## src/rtl/u8d_pkg.sv

```systemverilog
// u8d_pkg: shared types, constants and byte classification for the UTF-8 decoder.
// No dependencies; used by every module of the decoder.
`timescale 1ns / 1ps

package u8d_pkg;

  localparam int unsigned FifoDepthDefault = 4;

  localparam logic [7:0]  AsciiLimit = 8'h80;
  localparam logic [7:0]  Lead2Mask  = 8'hE0;
  localparam logic [7:0]  Lead2Code  = 8'hC0;
  localparam logic [7:0]  Lead3Mask  = 8'hF0;
  localparam logic [7:0]  Lead3Code  = 8'hE0;
  localparam logic [7:0]  Lead4Mask  = 8'hF8;
  localparam logic [7:0]  Lead4Code  = 8'hF0;
  localparam logic [20:0] QmarkCp    = 21'h00003F;

  // One decode job: up to four bytes, index of the last one, end-of-string mark.
  typedef struct packed {
    logic [3:0][7:0] bytes;
    logic [1:0]      last_idx;
    logic            last;
  } job_t;

  // Number of continuation bytes a lead byte asks for; 0 for ASCII and invalid.
  function automatic logic [1:0] seq_extra(input logic [7:0] b);
    logic [1:0] r;
    r = 2'd0;
    if ((b & Lead2Mask) == Lead2Code)      r = 2'd1;
    else if ((b & Lead3Mask) == Lead3Code) r = 2'd2;
    else if ((b & Lead4Mask) == Lead4Code) r = 2'd3;
    return r;
  endfunction

endpackage

```

## src/rtl/u8d_front.sv

```systemverilog
// u8d_front: accepts bytes, gathers multi-byte sequences and queues decode jobs.
// Depends on u8d_pkg.
`timescale 1ns / 1ps

module u8d_front (
  input  logic          clk_i,
  input  logic          rst_ni,
  input  logic          in_valid_i,
  output logic          in_stall_o,
  input  logic [7:0]    byte_in_i,
  input  logic          end_of_string_i,
  input  logic          fifo_full_i,
  output logic          push_o,
  output u8d_pkg::job_t job_o
);
  import u8d_pkg::*;

  logic [1:0] need_q, need_d;
  logic [1:0] cnt_q, cnt_d;
  logic [2:0][7:0] held_q;
  logic       accept;
  logic       hold_wr;
  logic [1:0] extra;

  assign in_stall_o = fifo_full_i;
  assign accept     = in_valid_i & ~fifo_full_i;
  assign extra      = seq_extra(byte_in_i);

  // Job is always the held bytes followed by the new byte.
  always_comb begin
    for (int k = 0; k < 4; k++) begin
      if (k < 3 && 2'(k) < cnt_q) job_o.bytes[k] = held_q[k];
      else                        job_o.bytes[k] = byte_in_i;
    end
    job_o.last_idx = cnt_q;
    job_o.last     = end_of_string_i;
  end

  always_comb begin
    need_d  = need_q;
    cnt_d   = cnt_q;
    push_o  = 1'b0;
    hold_wr = 1'b0;
    if (accept) begin
      if (end_of_string_i || need_q == 2'd1) begin
        push_o = 1'b1;
        need_d = 2'd0;
        cnt_d  = 2'd0;
      end else if (need_q == 2'd0) begin
        if (extra == 2'd0) begin
          push_o = 1'b1;
        end else begin
          hold_wr = 1'b1;
          need_d  = extra;
          cnt_d   = 2'd1;
        end
      end else begin
        hold_wr = (cnt_q != 2'd3);
        if (cnt_q != 2'd3) cnt_d = cnt_q + 2'd1;
        need_d = need_q - 2'd1;
      end
    end
  end

  always_ff @(posedge clk_i or negedge rst_ni) begin
    if (!rst_ni) begin
      need_q <= 2'd0;
      cnt_q  <= 2'd0;
    end else begin
      need_q <= need_d;
      cnt_q  <= cnt_d;
    end
  end

  always_ff @(posedge clk_i) begin
    if (hold_wr) begin
      held_q[cnt_q] <= byte_in_i;
    end
  end

endmodule

```

## src/rtl/u8d_fifo.sv

```systemverilog
// u8d_fifo: small register queue of decode jobs between front and back.
// Depends on u8d_pkg.
`timescale 1ns / 1ps

module u8d_fifo #(
  parameter int unsigned Depth = u8d_pkg::FifoDepthDefault
) (
  input  logic          clk_i,
  input  logic          rst_ni,
  input  logic          push_i,
  input  u8d_pkg::job_t wdata_i,
  output logic          full_o,
  input  logic          pop_i,
  output logic          valid_o,
  output u8d_pkg::job_t rdata_o
);
  import u8d_pkg::*;

  localparam int unsigned PtrW = (Depth > 1) ? $clog2(Depth) : 1;
  localparam int unsigned CntW = $clog2(Depth + 1);
  localparam logic [PtrW-1:0] PtrMax = PtrW'(Depth - 1);
  localparam logic [CntW-1:0] CntFull = CntW'(Depth);

  job_t            mem_q [Depth];
  logic [PtrW-1:0] wr_q, rd_q;
  logic [CntW-1:0] cnt_q;
  logic            do_push, do_pop;

  assign full_o  = (cnt_q == CntFull);
  assign valid_o = (cnt_q != '0);
  assign rdata_o = mem_q[rd_q];
  assign do_push = push_i & ~full_o;
  assign do_pop  = pop_i & valid_o;

  always_ff @(posedge clk_i or negedge rst_ni) begin
    if (!rst_ni) begin
      wr_q  <= '0;
      rd_q  <= '0;
      cnt_q <= '0;
    end else begin
      if (do_push) wr_q <= (wr_q == PtrMax) ? '0 : wr_q + PtrW'(1);
      if (do_pop)  rd_q <= (rd_q == PtrMax) ? '0 : rd_q + PtrW'(1);
      if (do_push && !do_pop)      cnt_q <= cnt_q + CntW'(1);
      else if (do_pop && !do_push) cnt_q <= cnt_q - CntW'(1);
    end
  end

  always_ff @(posedge clk_i) begin
    if (do_push) begin
      mem_q[wr_q] <= wdata_i;
    end
  end

endmodule

```

## src/rtl/u8d_back.sv

```systemverilog
// u8d_back: walks a queued job into the output register, one code point per cycle unless the output stalls.
// Depends on u8d_pkg.
`timescale 1ns / 1ps

module u8d_back (
  input  logic          clk_i,
  input  logic          rst_ni,
  input  logic          job_valid_i,
  input  u8d_pkg::job_t job_i,
  output logic          pop_o,
  output logic          out_valid_o,
  input  logic          out_stall_i,
  output logic [20:0]   code_point_o,
  output logic          last_of_string_o
);
  import u8d_pkg::*;

  logic [1:0]  off_q, off_d;
  logic        out_valid_q, out_valid_d;
  logic [20:0] cp_q, cp_d;
  logic        last_q, last_d;
  logic        load;
  logic [7:0]  lead, b1, b2, b3;
  logic [1:0]  extra, step;
  logic [2:0]  end_idx;
  logic        fits, done;

  assign load  = job_valid_i & (~out_valid_q | ~out_stall_i);
  assign lead  = job_i.bytes[off_q];
  assign b1    = job_i.bytes[off_q + 2'd1];
  assign b2    = job_i.bytes[off_q + 2'd2];
  assign b3    = job_i.bytes[off_q + 2'd3];
  assign extra = seq_extra(lead);
  assign fits  = ({1'b0, off_q} + {1'b0, extra}) <= {1'b0, job_i.last_idx};

  always_comb begin
    step = 2'd0;
    cp_d = cp_q;
    if (extra != 2'd0 && fits) begin
      step = extra;
      case (extra)
        2'd1:    cp_d = {10'd0, lead[4:0], b1[5:0]};
        2'd2:    cp_d = {5'd0, lead[3:0], b1[5:0], b2[5:0]};
        2'd3:    cp_d = {lead[2:0], b1[5:0], b2[5:0], b3[5:0]};
        default: cp_d = QmarkCp;
      endcase
    end else if (lead < AsciiLimit) begin
      cp_d = {13'd0, lead};
    end else begin
      cp_d = QmarkCp;
    end
  end

  assign end_idx = {1'b0, off_q} + {1'b0, step};
  assign done    = (end_idx[1:0] == job_i.last_idx);
  assign pop_o   = load & done;
  assign last_d  = job_i.last & done;

  always_comb begin
    off_d       = off_q;
    out_valid_d = out_valid_q;
    if (load) begin
      out_valid_d = 1'b1;
      off_d       = done ? 2'd0 : end_idx[1:0] + 2'd1;
    end else if (!out_stall_i) begin
      out_valid_d = 1'b0;
    end
  end

  always_ff @(posedge clk_i or negedge rst_ni) begin
    if (!rst_ni) begin
      off_q       <= 2'd0;
      out_valid_q <= 1'b0;
    end else begin
      off_q       <= off_d;
      out_valid_q <= out_valid_d;
    end
  end

  always_ff @(posedge clk_i) begin
    if (load) begin
      cp_q   <= cp_d;
      last_q <= last_d;
    end
  end

  assign out_valid_o      = out_valid_q;
  assign code_point_o     = cp_q;
  assign last_of_string_o = last_q;

endmodule

```

## src/rtl/utf8_to_codepoint_decoder.sv

```systemverilog
// utf8_to_codepoint_decoder: top level of the lenient UTF-8 to code point decoder.
// Depends on u8d_pkg, u8d_front, u8d_fifo and u8d_back.
//
// Input channel: one byte per word (byte_in_i) with end_of_string_i on the
// final byte of a string; taken when in_valid_i is high and in_stall_o low.
// Output channel: one 21-bit code point per word with last_of_string_o on the
// final code point; taken when out_valid_o is high and out_stall_i low.
// The front gathers lead and continuation bytes and hands complete jobs to a
// FIFO_DEPTH-entry job queue; the back decodes one code point per cycle unless
// the output stalls. Throughput: one byte per cycle at the input unless the
// queue is full. A byte that completes a sequence reaches the back's output
// register through the job queue. A string that ends inside a sequence is
// re-decoded in the back and yields up to 3 code points, one per cycle unless
// the output stalls; the queue absorbs this, and in_stall_o rises only when
// the queue is full. When the receiver stalls, the output word holds and the
// queue fills; the input stalls once FIFO_DEPTH jobs are waiting.
// Reset clears the open sequence, the queue and the output valid at once.
`timescale 1ns / 1ps

module utf8_to_codepoint_decoder #(
  parameter int unsigned FIFO_DEPTH = u8d_pkg::FifoDepthDefault
) (
  input  logic        clk_i,
  input  logic        rst_ni,
  input  logic        in_valid_i,
  output logic        in_stall_o,
  input  logic [7:0]  byte_in_i,
  input  logic        end_of_string_i,
  output logic        out_valid_o,
  input  logic        out_stall_i,
  output logic [20:0] code_point_o,
  output logic        last_of_string_o
);
  import u8d_pkg::*;

  logic push, full, job_valid, pop;
  job_t wjob, rjob;

  // Front: sequence gathering, one byte per cycle unless the queue is full.
  u8d_front u_front (
    .clk_i           (clk_i),
    .rst_ni          (rst_ni),
    .in_valid_i      (in_valid_i),
    .in_stall_o      (in_stall_o),
    .byte_in_i       (byte_in_i),
    .end_of_string_i (end_of_string_i),
    .fifo_full_i     (full),
    .push_o          (push),
    .job_o           (wjob)
  );

  // Job queue decouples byte intake from code point output.
  u8d_fifo #(
    .Depth (FIFO_DEPTH)
  ) u_fifo (
    .clk_i   (clk_i),
    .rst_ni  (rst_ni),
    .push_i  (push),
    .wdata_i (wjob),
    .full_o  (full),
    .pop_i   (pop),
    .valid_o (job_valid),
    .rdata_o (rjob)
  );

  // Back: decode and output register.
  u8d_back u_back (
    .clk_i            (clk_i),
    .rst_ni           (rst_ni),
    .job_valid_i      (job_valid),
    .job_i            (rjob),
    .pop_o            (pop),
    .out_valid_o      (out_valid_o),
    .out_stall_i      (out_stall_i),
    .code_point_o     (code_point_o),
    .last_of_string_o (last_of_string_o)
  );

endmodule
```

## config.mk

```make
export PLATFORM = sky130hd
export DESIGN_NAME = utf8_to_codepoint_decoder
export DESIGN_NICKNAME = d
export VERILOG_FILES = /design/src/rtl/u8d_pkg.sv /design/src/rtl/u8d_front.sv /design/src/rtl/u8d_fifo.sv /design/src/rtl/u8d_back.sv /design/src/rtl/utf8_to_codepoint_decoder.sv
export SDC_FILE = /design/constraint.sdc
export NUM_CORES = 1
export LEC_CHECK = 0
export ABC_AREA = 1
export BUFFER_PORTS_ARGS = -buffer_cell sky130_fd_sc_hd__buf_2
export CAP_MARGIN = 0
export CORE_MARGIN = 2
export CORE_UTILIZATION = 35
export CTS_CLUSTER_DIAMETER = 30
export DETAILED_ROUTE_END_ITERATION = 7
export HOLD_SLACK_MARGIN = 0.03
export PLACE_DENSITY = 0.58
export SLEW_MARGIN = 20
export SYNTH_ARGS = -nofsm -noshare
export SYNTH_HDL_FRONTEND = slang
export SYNTH_SLANG_ARGS = --single-unit
```

## constraint.sdc

```tcl
create_clock -name clk_i -period 4.6 [get_ports clk_i]
set_clock_uncertainty 0.05 [all_clocks]
set_input_delay 0.92 -clock clk_i [delete_from_list [all_inputs] [get_ports clk_i]]
set_output_delay 0.92 -clock clk_i [all_outputs]
set_load 0.02 [all_outputs]
```

# Word level (Yosys, flattened, before mapping)
# Memory sizes are Yosys's and may differ from the RTL's.
# Index checks and enable logic that the tools add are counted.
dict set report classes {
  n_addsub 12
  order_cmp 11
  eq_ne 17
  mux 48
  bitwise_logic 10
  n_reduce_logical 15
}
# op count
set op_table {}
lappend op_table {{$bmux 8 s2} 4}
lappend op_table {{$pmux 21 s3} 1}
lappend op_table {{$mux 8} 6}
lappend op_table {{$mux 2} 17}
lappend op_table {{$bwmux 24} 1}
lappend op_table {{$mux 21} 1}
lappend op_table {{$mux 6} 3}
lappend op_table {{$demux 8 s2} 1}
lappend op_table {{$lt 2x3->1 const B} 5}
lappend op_table {{$mux 1} 12}
lappend op_table {{$add 2x1->2 const B} 5}
lappend op_table {{$eq 5x5->1 const B} 2}
lappend op_table {{$eq 3x3->1 const B} 3}
lappend op_table {{$eq 2x2->1 const B} 4}
lappend op_table {{$eq 4x4->1 const B} 2}
lappend op_table {{$lt 8x8->1 const B} 1}
lappend op_table {{$and 1x1->1} 6}
lappend op_table {{$mux 3} 2}
lappend op_table {{$reduce_bool 3->1} 2}
lappend op_table {{$add 2x2->2 const B} 2}
lappend op_table {{$eq 2x1->1 const B} 2}
lappend op_table {{$logic_and 1x1->1} 4}
lappend op_table {{$logic_not 2->1} 2}
lappend op_table {{$lt 1x2->1 const A} 2}
lappend op_table {{19 further kinds} 23}
dict set report totals {
  ff_bits 60
  ramBits 140
  in_bits 13
  out_inout_bits 24
  word_cells 126
  memories 1
}
# name depth word_bits read_ports rd_ports_with_merged_regs write_ports line
set mem_list {}
lappend mem_list {u_fifo.mem_q 4 35 1 0 1 u8d_fifo.sv:24} ;# job_t mem_q [Depth];

# Logic depth before layout (Yosys ltp)
# Gate-level depths: netlist (run 1).
# An unclocked memory read counts as a cell.
dict set report logic_depth {
  depth_word 18
  mapped_depth 36
  depth_no_buf 34
}

# By module
# A second synthesis (run 1) with hierarchy kept.
dict set report hier_totals {
  hier_cells 944
  area_unflattened_um2 9716.8
}
# mod n_inst cells_per_inst area_per_inst_um2 seq_area_each_um2
set by_module_without_submodules {}
lappend by_module_without_submodules {u8d_fifo 1 468 6010.8 4379.2}
lappend by_module_without_submodules {u8d_back 1 319 2255.9 735.7}
lappend by_module_without_submodules {u8d_front 1 157 1450.1 820.8}

# Least setup slack after synthesis (run 1)
# No wires, ideal clock.
dict set report synth_path {
  kind {flip-flop to flip-flop}
  start {register u_fifo.rd_q[0]}
  end {register u_fifo.cnt_q[2]}
  setup_ns 0.131
  t_arrival_ns 4.670
  required_time_ns 4.419
  setup_slack_ns -0.251
  path_stages_with_launch 32
  n_path_buf 2
  period_less_slack_ns 4.851
  path_cell_list {dfrtp_1 buf_6 buf_4 nand2_1 nand3_1 and2_1 nand2_1 nand3_1 nand2_1 nor3_2 nor2_1 inv_1 ha_1 fa_1 ha_1 inv_1 o21bai_1 a21oi_1 inv_1 nor2_1 ha_1 xnor2_1 nand3_2 nand2_1 nand2_1 nand4_2 ha_1 inv_1 fa_1 a21oi_1 o21ai_0 xor2_1}
}
dict set report synth_via {
  elab_chain_cells 18
  word_cells_on_any_way 23
  cone_classes {2 x add/sub; 1 x order compare; 4 x eq/ne; 7 x mux; 2 x bitwise; 6 x reduce/logical; 1 x memory}
}
# element line
set synth_rtl {}
lappend synth_rtl {{start, declared} u8d_fifo.sv:25} ;# logic [PtrW-1:0] wr_q, rd_q;
lappend synth_rtl {{start signal, assigned} u8d_fifo.sv:42} ;# if (do_pop) rd_q <= (rd_q == PtrMax) ? '0 : rd_q + PtrW'(1);
lappend synth_rtl {{$mem_v2 4x35 (*)} --}
lappend synth_rtl {{$bmux 8 s2} u8d_back.sv:29} ;# assign lead = job_i.bytes[off_q];
lappend synth_rtl {{$mux 8 (not written as such)} u8d_back.sv:29}
lappend synth_rtl {{$eq 5x5->1} u8d_pkg.sv:31} ;# else if ((b & Lead4Mask) == Lead4Code) r = 2'd3;
lappend synth_rtl {{$mux 2} u8d_pkg.sv:31}
lappend synth_rtl {{$mux 2} u8d_pkg.sv:30} ;# else if ((b & Lead3Mask) == Lead3Code) r = 2'd2;
lappend synth_rtl {{$mux 2} u8d_pkg.sv:29} ;# if ((b & Lead2Mask) == Lead2Code) r = 2'd1;
lappend synth_rtl {{$add 2x2->3} u8d_back.sv:34} ;# assign fits = ({1'b0, off_q} + {1'b0, extra}) <= {1'b0, job_i.last_idx};
lappend synth_rtl {{[2 not listed]} --}
lappend synth_rtl {{$mux 2} u8d_back.sv:39} ;# if (extra != 2'd0 && fits) begin
lappend synth_rtl {{$add 2x2->2} u8d_back.sv:54} ;# assign end_idx = {1'b0, off_q} + {1'b0, step};
lappend synth_rtl {{$eq 2x2->1 (*)} u8d_back.sv:55} ;# assign done = (end_idx[1:0] == job_i.last_idx);
lappend synth_rtl {{$and 1x1->1 (*)} u8d_back.sv:56} ;# assign pop_o = load & done;
lappend synth_rtl {{$and 1x1->1 (*)} u8d_fifo.sv:33} ;# assign do_pop = pop_i & valid_o;
lappend synth_rtl {{$logic_not 1->1} u8d_fifo.sv:43} ;# if (do_push && !do_pop) cnt_q <= cnt_q + CntW'(1);
lappend synth_rtl {{$logic_and 1x1->1} u8d_fifo.sv:43}
lappend synth_rtl {{$mux 3 / $reduce_bool 2->1 (equally long branches)} --}
lappend synth_rtl {{end signal, assigned} u8d_fifo.sv:43}
lappend synth_rtl {{end signal, assigned} u8d_fifo.sv:44} ;# else if (do_pop && !do_push) cnt_q <= cnt_q - CntW'(1);
lappend synth_rtl {{end, declared} u8d_fifo.sv:26} ;# logic [CntW-1:0] cnt_q;
# Mark *: on every way between the ends. The rest lies on a longest branch, timed or not. The select of a mux whose other input is x is not followed.
# A chain may end at the register's enable or synchronous reset.

# Final worst setup path (run 1)
dict set report layout_path {
  start {register u_fifo.rd_q[0]}
  end {register u_fifo.cnt_q[1]}
}
# The elaborated chain is that of the path after synthesis.

==> metrics.cfg, run 1 <==
[outcome]
outcome=complete, but fails checks
violations=DRC, setup timing

[cts]
clock_latency_ns=0.44
cts_sinks=200
cts_root_buf=clkbuf_16
tritoncts=built
cts_hold_buf=0
clk_pin_slew_ns=0.07
clockBufferDepth=2
cts_buffers=17
h-tree-depth=4

[worst_hold_path]
min_path_type=input pin to asynchronous set/reset pin

[floorplan]
die_y_um=167
rows=59
dieArea_mm2=0.0280
start_util=0.357
io_pins=37
die_w_um=167
coreArea_mm2=0.0261

[sta]
fin_setup_tns_ns=-0.530
worst_slack_ns=-0.320
fin_crit_sh=1.07
hold_viol=0
setup_viol=2
maxSlewViolCount=0
post-route-min-period_ns=4.92
max_freq_ghz=0.203
slew_headroom=0.495
worstMarginPinSlew_ns=0.754
rsz0062_at_grt=true
fin_hold_ws_ns=0.342

[setup_path]
crit_path_start_kind=flop
critical_path_required_ns=4.88
arrival_ns=5.20
cp_slowest_cell=dfrtp_4
end_kind=flop
crit_path_frequent_cell=nand2_2
crit_type=flop to flop
critPathMaxStageDelay_ns=0.50
cp_max_fo=6

[drt]
viasPerCell=4.75
vias=6408
ant_nets=0
drc_errors=5
drt_wl_total_mm=21.2
drtIter0Drc=557
drt_first_pass_iters=7
wl_per_cell_um=15.8

[run]
drv_cap=0

[yosys]
synth_cell_type_count=43
syn-num-nets=942
synth_most_common_cell=nand2_1
yosys.area.top_type=edfxtp_1
synth_edf_count=186
syn_area_mm2=0.00933
ys_seq_area_frac=0.636
synth.avg_cell_area_um2=10.2
synth.top_cell.area_share=0.599
synth_warnings=0
synth.area.top_cells=edfxtp_1 (60%), nand2_1 (12%), nand3_1 (4.6%)
synth_common_cells=nand2_1 (288), edfxtp_1 (186), inv_1 (91)
ys_ff_latch=200
synth-main-ff-cell=edfxtp_1
synthArstFlopShare=0.0700
synthCells=912

[global_route]
overflow=0
grt_pass1_wl_mm=32.2
grt_max_degree=46
track_usage=0.148
grt_pass1_vias=5927
grt_antenna_before_repair=0

[placed_design]
place_ws_ns=-0.370
routabilityCongestion=0.812
dp_hpwl_mm=13.9
portBuffers=36

[final_layout]
nets=1030
antenna_cells=0
syn2layout_area_growth_pct=20.8
drive_above_1_share=0.228
fillers=2444

[power]
ir_drop_mv=0.363
leakage_nw=4.59
p_per_area_mw_per_mm2=762

worst max-delay path: cells and delay by family, from the launching register on:
family | cells | cell delay [ns]
adders and majority gates | 6 | 1.67
and+or+nand+nor | 14 | 1.26
buffers and inverters | 8 | 0.67
DFF | 1 | 0.50
muxes | 1 | 0.27
AOI/OAI and AO/OA | 2 | 0.26
xor gates and xnor gates | 1 | 0.13
cells by family after synthesis:
| group | after synthesis | synth area share |
|---|---|---|
| AO/OA/AOI/OAI | 122 | 0.0759 |
| flip-flops | 200 | 0.636 |
| multiplexers | 2 | 0.00228 |
| buffers and inverters | 138 | 0.0656 |
| AND/OR/NAND/NOR | 428 | 0.191 |
| adder cells (fa/ha/maj) | 17 | 0.0244 |
| XOR/XNOR | 5 | 0.00469 |
cell type report:
| class | count | area [µm²] | area share |
|---|---|---|---|
| Clock buffer | 20 | 437 | 0.0387 |
| Clock inverter | 12 | 141 | 0.0125 |
| Inverter | 98 | 380 | 0.0337 |
| Multi-Input combinational cell | 574 | 3090 | 0.275 |
| Sequential cell | 200 | 5940 | 0.527 |
| Tap cell | 335 | 419 | 0.0372 |
| Timing Repair Buffer | 107 | 838 | 0.0744 |
| Timing Repair inverter | 2 | 20.0 | 0.00178 |
through the flow:
stage / cells / utilization / power [mW] / area [µm²]
finish: 1348 / 0.431 / 8.59 / 11300
floorplan: 912 / - / 5.33 / 9380
CTS: 1333 / 0.415 / 8.16 / 10800
detailed placement: 1301 / 0.392 / 6.64 / 10200
global placement: 1301 / 0.392 / 6.57 / 10200
global route: 1348 / 0.431 / 9.22 / 11300
power breakdown:
group,internal (mW),switching (mW),leakage [nW]
Sequential,2.53,0.147,1.89
Combinational,1.70,2.72,2.43
Clock,0.812,0.676,0.272
Total,5.04,3.55,4.59
registers in the layout, indices dropped and copies added (netlist names):
name,count
u_fifo.mem_q,140
u_front.held_q,24
u_back.code_point_o,21
u_fifo.cnt_q,3
u_back.off_q,2
u_fifo.rd_q,2
u_fifo.wr_q,2
u_front.cnt_q,2
u_front.need_q,2
u_back.last_of_string_o,1
u_back.out_valid_o,1
routing by layer:
metal,vias to the layer above,share of wire,GRT usage,routed length [µm]
met2,115,0.47,0.239,9970
met3,16,0.035,0.0239,738
met4,0,0.012,0.0480,252
li1,3244,-,-,-
met5,-,0,0,0
met1,3033,0.48,0.206,10300
path summary, 6_finish.rpt:
kind / to / from / slack [ns] / cells past startpoint
worst max-delay path: u_fifo.cnt_q[1] / u_fifo.rd_q[0] / -0.32 / 32
worst min-delay path: u_fifo.cnt_q[0] / rst_ni / 0.34 / 1
worst max register to register: u_fifo.cnt_q[1] / u_fifo.rd_q[0] / -0.32 / 32
worst min register to register: u_fifo.cnt_q[0] / u_fifo.cnt_q[0] / 0.49 / 1
max in group asynchronous: u_fifo.rd_q[0] / rst_ni / 3.85 / 1
min in group clk_i: u_fifo.cnt_q[0] / u_fifo.cnt_q[0] / 0.49 / 1
what timing repair did:
action,in CTS,in global routing
endpoints found under the setup margin,2,3
setup buffers,0,7
pin swaps,0,42
cloned,0,8
resized for setup,9,64
cell usage in the layout, fill, tap and decap left out, types with 4 or more instances in the layout:
cell type,netlist,final
nand2_1,288,261
buf_12,0,4
buf_4,4,58
o21ai_0,64,62
nand3_2,4,20
a22o_1,4,4
buf_6,7,6
nand3_1,85,68
clkbuf_16,0,20
o211ai_1,4,4
a21oi_1,18,16
ha_1,15,12
a31oi_1,6,6
inv_6,0,6
nor2_1,38,31
dfrtp_1,14,12
nand2_2,5,23
o21ai_1,9,10
inv_1,91,87
inv_2,5,9
edfxtp_1,186,186
buf_2,19,36
nand2_4,0,9
nor2_4,0,4
o22ai_1,4,4
Power figures use the tool's default switching activity.
==> inputs of run 2 (changes only) <==
==> constraint.sdc (replaced) <==
create_clock -name clk_i -period 4.6 [get_ports clk_i]
set_clock_uncertainty 0.05 [all_clocks]
set_input_delay 0.46 -clock clk_i [delete_from_list [all_inputs] [get_ports clk_i]]
set_output_delay 0.46 -clock clk_i [all_outputs]
set_load 0.02 [all_outputs]
==> run 2 against run 1 <==
The run still ends with DRC, setup timing left. Clock power fell by 7%. Sequential share of layout area fell by 0.17 points. Cell count barely moved. Critical path depth fell by 1. Utilization rose by 0.13 points. Power barely moved. Sequential power barely moved. Fmax fell by 0.79%. First-iteration DRC count rose by 0.72%. Global-route usage rose by 0.21 points. Setup slack got worse by 0.039 ns. Critical endpoint unchanged.
==> metrics.cfg, run 2 (synthesized netlist as in run 1, its figures left out) <==
[power]
comb_power_share=0.526  ; was 0.515
power.total_mw=8.60  ; was 8.59 mW
netSwitchingPower_mw=3.61  ; was 3.55 mW
intPower_mw=4.99  ; was 5.04 mW
power_frac_clock=0.161  ; was 0.173
sequentialPowerShare=0.313  ; was 0.312
switching_share=0.420  ; was 0.413
leakage_nw=4.59  ; about the same
ir_drop_mv=0.302  ; was 0.363 mV
p_per_area_mw_per_mm2=761  ; was 762 mW/mm²

[placed_design]
dp_cells=1299  ; was 1301
routabilityCongestion=0.837  ; was 0.812
place_ws_ns=-0.342  ; was -0.370 ns
dp_hpwl_mm=14.2  ; was 13.9 mm
portBuffers=36  ; unchanged

[sta]
worstMarginPinSlew_ns=1.05  ; was 0.754 ns
max_freq_ghz=0.202  ; was 0.203 GHz
fin_crit_sh=1.08  ; was 1.07
rsz0062_at_grt=true  ; unchanged
post-route-min-period_ns=4.96  ; was 4.92 ns
hold_viol=0  ; unchanged
worst_slack_ns=-0.359  ; was -0.320 ns
setup_viol=2  ; unchanged
slew_headroom=0.302  ; was 0.495
maxSlewViolCount=0  ; unchanged
fin_hold_ws_ns=0.212  ; was 0.342 ns

[floorplan]
die_y_um=167  ; unchanged
start_util=0.357  ; unchanged
io_pins=37  ; unchanged
rows=59  ; unchanged
die_w_um=167  ; unchanged
dieArea_mm2=0.0280  ; unchanged
coreArea_mm2=0.0261  ; unchanged

[cts]
cts_sinks=200  ; unchanged
clockBufferDepth=2  ; unchanged
h-tree-depth=4  ; unchanged
clk_pin_slew_ns=0.07  ; about the same
tritoncts=built  ; unchanged
clock_latency_ns=0.43  ; was 0.44 ns
cts_root_buf=clkbuf_16  ; unchanged
cts_buffers=17  ; unchanged

[final_layout]
nets=1031  ; was 1030
mostFrequentLayoutCell=nand2_1  ; unchanged
stdcell_count=1349  ; was 1348
regMostFlops=u_fifo.mem_q  ; unchanged
antenna_cells=0  ; unchanged
fillers=2471  ; was 2444
drive_above_1_share=0.233  ; was 0.228
multiInputGateArea_mm2=0.00313  ; was 0.00309 mm²
area.sequential_mm2=0.00594  ; about the same
largest_register_ffs=140  ; unchanged
mostFrequentLayoutCells=nand2_1 (253), edfxtp_1 (186), inv_1 (87)  ; was nand2_1 (261), edfxtp_1 (186), inv_1 (87)
syn2layout_area_growth_pct=21.2  ; was 20.8%

[drt]
drtIter0Drc=561  ; was 557
ant_nets=0  ; unchanged
wl_per_cell_um=15.7  ; was 15.8 µm
drc_errors=5  ; unchanged
viasPerCell=4.75  ; about the same
drt_first_pass_iters=6  ; was 7
drt_wl_total_mm=21.2  ; about the same
vias=6406  ; was 6408

[setup_path]
arrival_ns=5.23  ; was 5.20 ns
cp_max_fo=6  ; unchanged
crit_path_start_kind=flop  ; unchanged
crit_type=flop to flop  ; unchanged
cp_slowest_cell=dfrtp_4  ; unchanged
critical_path_required_ns=4.87  ; was 4.88 ns
end_kind=flop  ; unchanged
critPathMaxStageDelay_ns=0.50  ; about the same

[outcome]
violations=DRC, setup timing  ; unchanged
outcome=complete, but fails checks  ; unchanged

[run]
drv_cap=0  ; unchanged

[global_route]
track_usage=0.150  ; was 0.148
overflow=0  ; unchanged
grt_pass1_wl_mm=32.9  ; was 32.2 mm
grt_pass1_vias=6040  ; was 5927
grt_antenna_before_repair=0  ; unchanged
grt_max_degree=49  ; was 46

[worst_hold_path]
min_path_type=input pin to flop  ; was input pin to asynchronous set/reset pin

run 2: changes by cell type in the layout (fill, tap and decap cells not counted), sizes merged:
cell / change
clkinv: +5
bufinv: -2
clkbuf: -2
buf: -1
clkinvlp: -1
dlygate4sd3: +1
inv: +1
run 2: final timing paths:
kind                            depth (start not counted)               start                  to  slack (ns)
worst max-delay path                                   31      u_fifo.rd_q[0]     u_fifo.cnt_q[1]       -0.36
worst min-delay path                                    3         out_stall_i  u_back.out_valid_o        0.21
worst max register to register                         31      u_fifo.rd_q[0]     u_fifo.cnt_q[1]       -0.36
worst min register to register                          2  u_back.out_valid_o  u_back.out_valid_o        0.46
max in group asynchronous                               2              rst_ni      u_fifo.rd_q[0]        3.71
min in group asynchronous                               2              rst_ni      u_fifo.wr_q[1]        0.45
run 2: stage by stage:
step                instance area (µm²)  TNS, ns   util
global placement                  10200   -0.287  0.391
CTS                               10800   -0.588  0.412
detailed placement                10200   -0.649  0.391
finish                            11300   -0.563  0.433
floorplan                          9380  -0.0546      -
global route                      11300    -1.38  0.433
run 2: area by class of cell:
| class | count | share of cell area |
|---|---|---|
| Inverter | 98 | 0.0339 |
| Timing Repair inverter | 3 | 0.00421 |
| Clock buffer | 18 | 0.0380 |
| Timing Repair Buffer | 107 | 0.0747 |
| Sequential cell | 200 | 0.525 |
| Clock inverter | 14 | 0.00996 |
| Multi-Input combinational cell | 574 | 0.277 |
| Tap cell | 335 | 0.0371 |
run 2: power groups by stage:
stage                     combinational (mW)  clock [mW]  sequential, mW
after floorplan                         2.53           0            2.80
after global placement                  3.86           0            2.71
after detailed placement                3.92           0            2.73
after CTS                               3.95        1.41            2.69
after global routing                    5.02        1.48            2.72
final                                   4.53        1.38            2.69
run 2: metal layers:
| metal | global-route usage | wire length (µm) | part of all wire |
|---|---|---|---|
| met2 | 0.246 | 10200 | 0.48 |
| met4 | 0.0420 | 225 | 0.011 |
| met3 | 0.0236 | 701 | 0.033 |
| met5 | 0 | 0 | 0 |
| met1 | 0.208 | 10100 | 0.48 |
run 2: repair_timing:
item / 4_1_cts / 5_1_grt
pin swaps: 0 / 39
setup buffers: 0 / 8
endpoints found under the hold margin: 14 / 0
cloned: 0 / 9
resized for setup: 3 / 85
setup endpoints to repair: 2 / 5
hold buffers: 1 / 0
run 2: critical path: cells and delay by family (launching register included):
kind / cells / cell delay, ns
compound gates: 2 / 0.23
xor+xnor: 1 / 0.13
fa+ha+maj: 6 / 1.67
buf+inv: 8 / 0.77
flops: 1 / 0.50
mux: 1 / 0.27
simple gates: 13 / 1.21
==> inputs of run 3 (changes only) <==
--- a/config.mk
+++ b/config.mk
@@ -13,8 +13,9 @@
 export CTS_CLUSTER_DIAMETER = 30
 export DETAILED_ROUTE_END_ITERATION = 7
 export HOLD_SLACK_MARGIN = 0.03
-export PLACE_DENSITY = 0.58
+export PLACE_DENSITY_LB_ADDON = 0.12
 export SLEW_MARGIN = 20
 export SYNTH_ARGS = -nofsm -noshare
 export SYNTH_HDL_FRONTEND = slang
 export SYNTH_SLANG_ARGS = --single-unit
+export TNS_END_PERCENT = 30
==> constraint.sdc (replaced) <==
create_clock -name clk_i -period 6.1 [get_ports clk_i]
set_clock_uncertainty 0.05 [all_clocks]
set_input_delay 0.61 -clock clk_i [delete_from_list [all_inputs] [get_ports clk_i]]
set_output_delay 0.61 -clock clk_i [all_outputs]
set_load 0.02 [all_outputs]
==> run 3 against run 2 <==
The flow finishes with violations (DRC). Highest routed layer unchanged. Critical endpoint is now u_fifo.cnt_q[2]. Largest power group unchanged. Sequential cell count did not move. Cell count fell by 4.2%. Fmax fell by 12%. Die area did not move.
==> metrics.cfg, run 3 (synthesized netlist as in run 1, its figures left out) <==
[setup_path]
crit_type=flop to flop  ; unchanged
arrival_ns=5.87  ; was 5.23 ns
cp_slowest_cell=dfrtp_2  ; was dfrtp_4
crit_path_start_kind=flop  ; unchanged
end_kind=flop  ; unchanged
path_buf_inv=7  ; was 8
critical_path_required_ns=6.36  ; was 4.87 ns
cp_max_fo=50  ; was 6
crit_family=adder cells  ; unchanged
critPathMaxStageDelay_ns=0.44  ; was 0.50 ns

[final_layout]
mostFrequentLayoutCell=nand2_1  ; unchanged
fillers=2609  ; was 2471
largest_register_ffs=140  ; unchanged
antenna_cells=0  ; unchanged
regMostFlops=u_fifo.mem_q  ; unchanged
stdcell_count=1292  ; was 1349
nets=974  ; was 1031
mostFrequentLayoutCells=nand2_1 (288), edfxtp_1 (186), inv_1 (91)  ; was nand2_1 (253), edfxtp_1 (186), inv_1 (87)
syn2layout_area_growth_pct=11.9  ; was 21.2%
drive_above_1_share=0.121  ; was 0.233

[cts]
clk_pin_slew_ns=0.08  ; was 0.07 ns
cts_setup_buffers=0  ; unchanged
clockBufferDepth=2  ; unchanged
cts_buffers=17  ; unchanged
cts_hold_buf=0  ; was 1
cts_root_buf=clkbuf_16  ; unchanged
postCtsResizedCells=0  ; was 3
tritoncts=built  ; unchanged
cts_sinks=200  ; unchanged
h-tree-depth=4  ; unchanged
clock_latency_ns=0.44  ; was 0.43 ns

[sta]
slew_headroom=0.342  ; was 0.302
rsz0062_at_grt=false  ; was true
max_freq_ghz=0.178  ; was 0.202 GHz
fin_crit_sh=0.919  ; was 1.08
setup_viol=0  ; was 2
maxSlewViolCount=0  ; unchanged
hold_viol=0  ; unchanged
post-route-min-period_ns=5.61  ; was 4.96 ns
fin_setup_tns_ns=0  ; was -0.563 ns
worstMarginPinSlew_ns=0.985  ; was 1.05 ns

[floorplan]
start_util=0.357  ; unchanged
coreArea_mm2=0.0261  ; unchanged
die_w_um=167  ; unchanged
io_pins=37  ; unchanged
die_y_um=167  ; unchanged
dieArea_mm2=0.0280  ; unchanged
rows=59  ; unchanged

[drt]
drc_errors=4  ; was 5
vias=6230  ; was 6406
ant_nets=0  ; unchanged
drt_first_pass_iters=7  ; was 6
drt_wl_total_mm=21.6  ; was 21.2 mm
drtIter0Drc=470  ; was 561
wl_per_cell_um=16.7  ; was 15.7 µm
viasPerCell=4.82  ; was 4.75

[global_route]
track_usage=0.162  ; was 0.150
overflow=0  ; unchanged
grt_pass1_wl_mm=34.8  ; was 32.9 mm
grt_max_degree=74  ; was 49
grt_antenna_before_repair=0  ; unchanged
grt_pass1_vias=6023  ; was 6040

[power]
leakage_nw=4.20  ; was 4.59 nW
comb_power_share=0.461  ; was 0.526
p_per_area_mw_per_mm2=551  ; was 761 mW/mm²
sequentialPowerShare=0.350  ; was 0.313
power_frac_clock=0.189  ; was 0.161
netSwitchingPower_mw=2.49  ; was 3.61 mW
ir_drop_mv=0.190  ; was 0.302 mV
power.total_mw=5.75  ; was 8.60 mW
intPower_mw=3.27  ; was 4.99 mW
switching_share=0.432  ; was 0.420

[run]
drv_cap=0  ; unchanged

[worst_hold_path]
min_path_type=input pin to asynchronous set/reset pin  ; was input pin to flop

[outcome]
violations=DRC  ; was DRC, setup timing
outcome=complete, but fails checks  ; unchanged

[placed_design]
routabilityCongestion=0.788  ; was 0.837
dp_hpwl_mm=14.5  ; was 14.2 mm
dp_cells=1260  ; was 1299
portBuffers=36  ; unchanged

[run 3: changes by cell type in the layout (fill, tap and decap cells not counted), moves of 3 or more]
cell,previous run,this run
nand3_2,18,4
ha_1,12,15
inv_1,87,91
buf_4,58,15
nand2_2,33,5
clkbuf_16,20,17
buf_6,3,0
nand2_4,7,0
nand3_1,69,85
inv_2,8,5
nand2_1,253,288
nor2_1,31,34
[run 3: worst reg2reg max path, delay by kind of cell, from the launching register on]
kind,cells,cell delay (ns)
adders and majority gates,6,1.71
and+or+nand+nor,11,1.17
buffers and inverters,7,1.13
AOI/OAI and AO/OA,5,0.62
DFF,1,0.44
xor gates and xnor gates,2,0.38
[run 3: layer usage]
metal,vias to the layer above,share of wire,track usage
li1,3134,-,-
met5,-,0,0
met1,2955,0.50,0.237
met4,0,0.017,0.0510
met3,22,0.035,0.0284
met2,119,0.45,0.247
[run 3: power groups by stage]
stage | logic (mW) | registers (mW) | clock network [mW]
2_1_floorplan | 1.85 | 2.11 | 0
3_3_place_gp | 2.66 | 2.04 | 0
3_5_place_dp | 2.68 | 2.05 | 0
4_1_cts | 2.69 | 2.02 | 1.11
5_1_grt | 3.02 | 2.05 | 1.17
6_report | 2.65 | 2.01 | 1.09
[run 3: per-stage QoR]
stage / utilization / cell area, µm² / setup WS (ns) / hold slack, ns
finish: 0.399 / 10400 / 0.494 / 0.0396
global route: 0.399 / 10400 / 0.00219 / 0.0429
CTS: 0.399 / 10400 / 0.435 / 0.0311
detailed placement: 0.378 / 9870 / 0.455 / 0.465
global placement: 0.378 / 9870 / 0.667 / 0.469
floorplan: - / 9330 / 1.25 / 0.264
[run 3: cell type report]
cell class / count / area (µm²) / share of cell area
Sequential cell: 200 / 5940 / 0.569
Multi-Input combinational cell: 574 / 2810 / 0.270
Clock buffer: 19 / 453 / 0.0434
Tap cell: 335 / 419 / 0.0402
Inverter: 98 / 370 / 0.0355
Timing Repair Buffer: 53 / 333 / 0.0319
Clock inverter: 13 / 111 / 0.0107
[run 3: worst paths after layout]
path,from,endpoint,slack (ns),cells past startpoint
min in group clk_i,out_stall_i,u_back.out_valid_o,0.37,3
worst min register to register,u_fifo.cnt_q[0],u_fifo.cnt_q[0],0.47,1
worst max-delay path,u_fifo.rd_q[0],u_fifo.cnt_q[2],0.49,31
worst max register to register,u_fifo.rd_q[0],u_fifo.cnt_q[2],0.49,31
max in group asynchronous,rst_ni,u_fifo.rd_q[0],5.65,1
worst min-delay path,rst_ni,u_fifo.wr_q[1],0.04,1
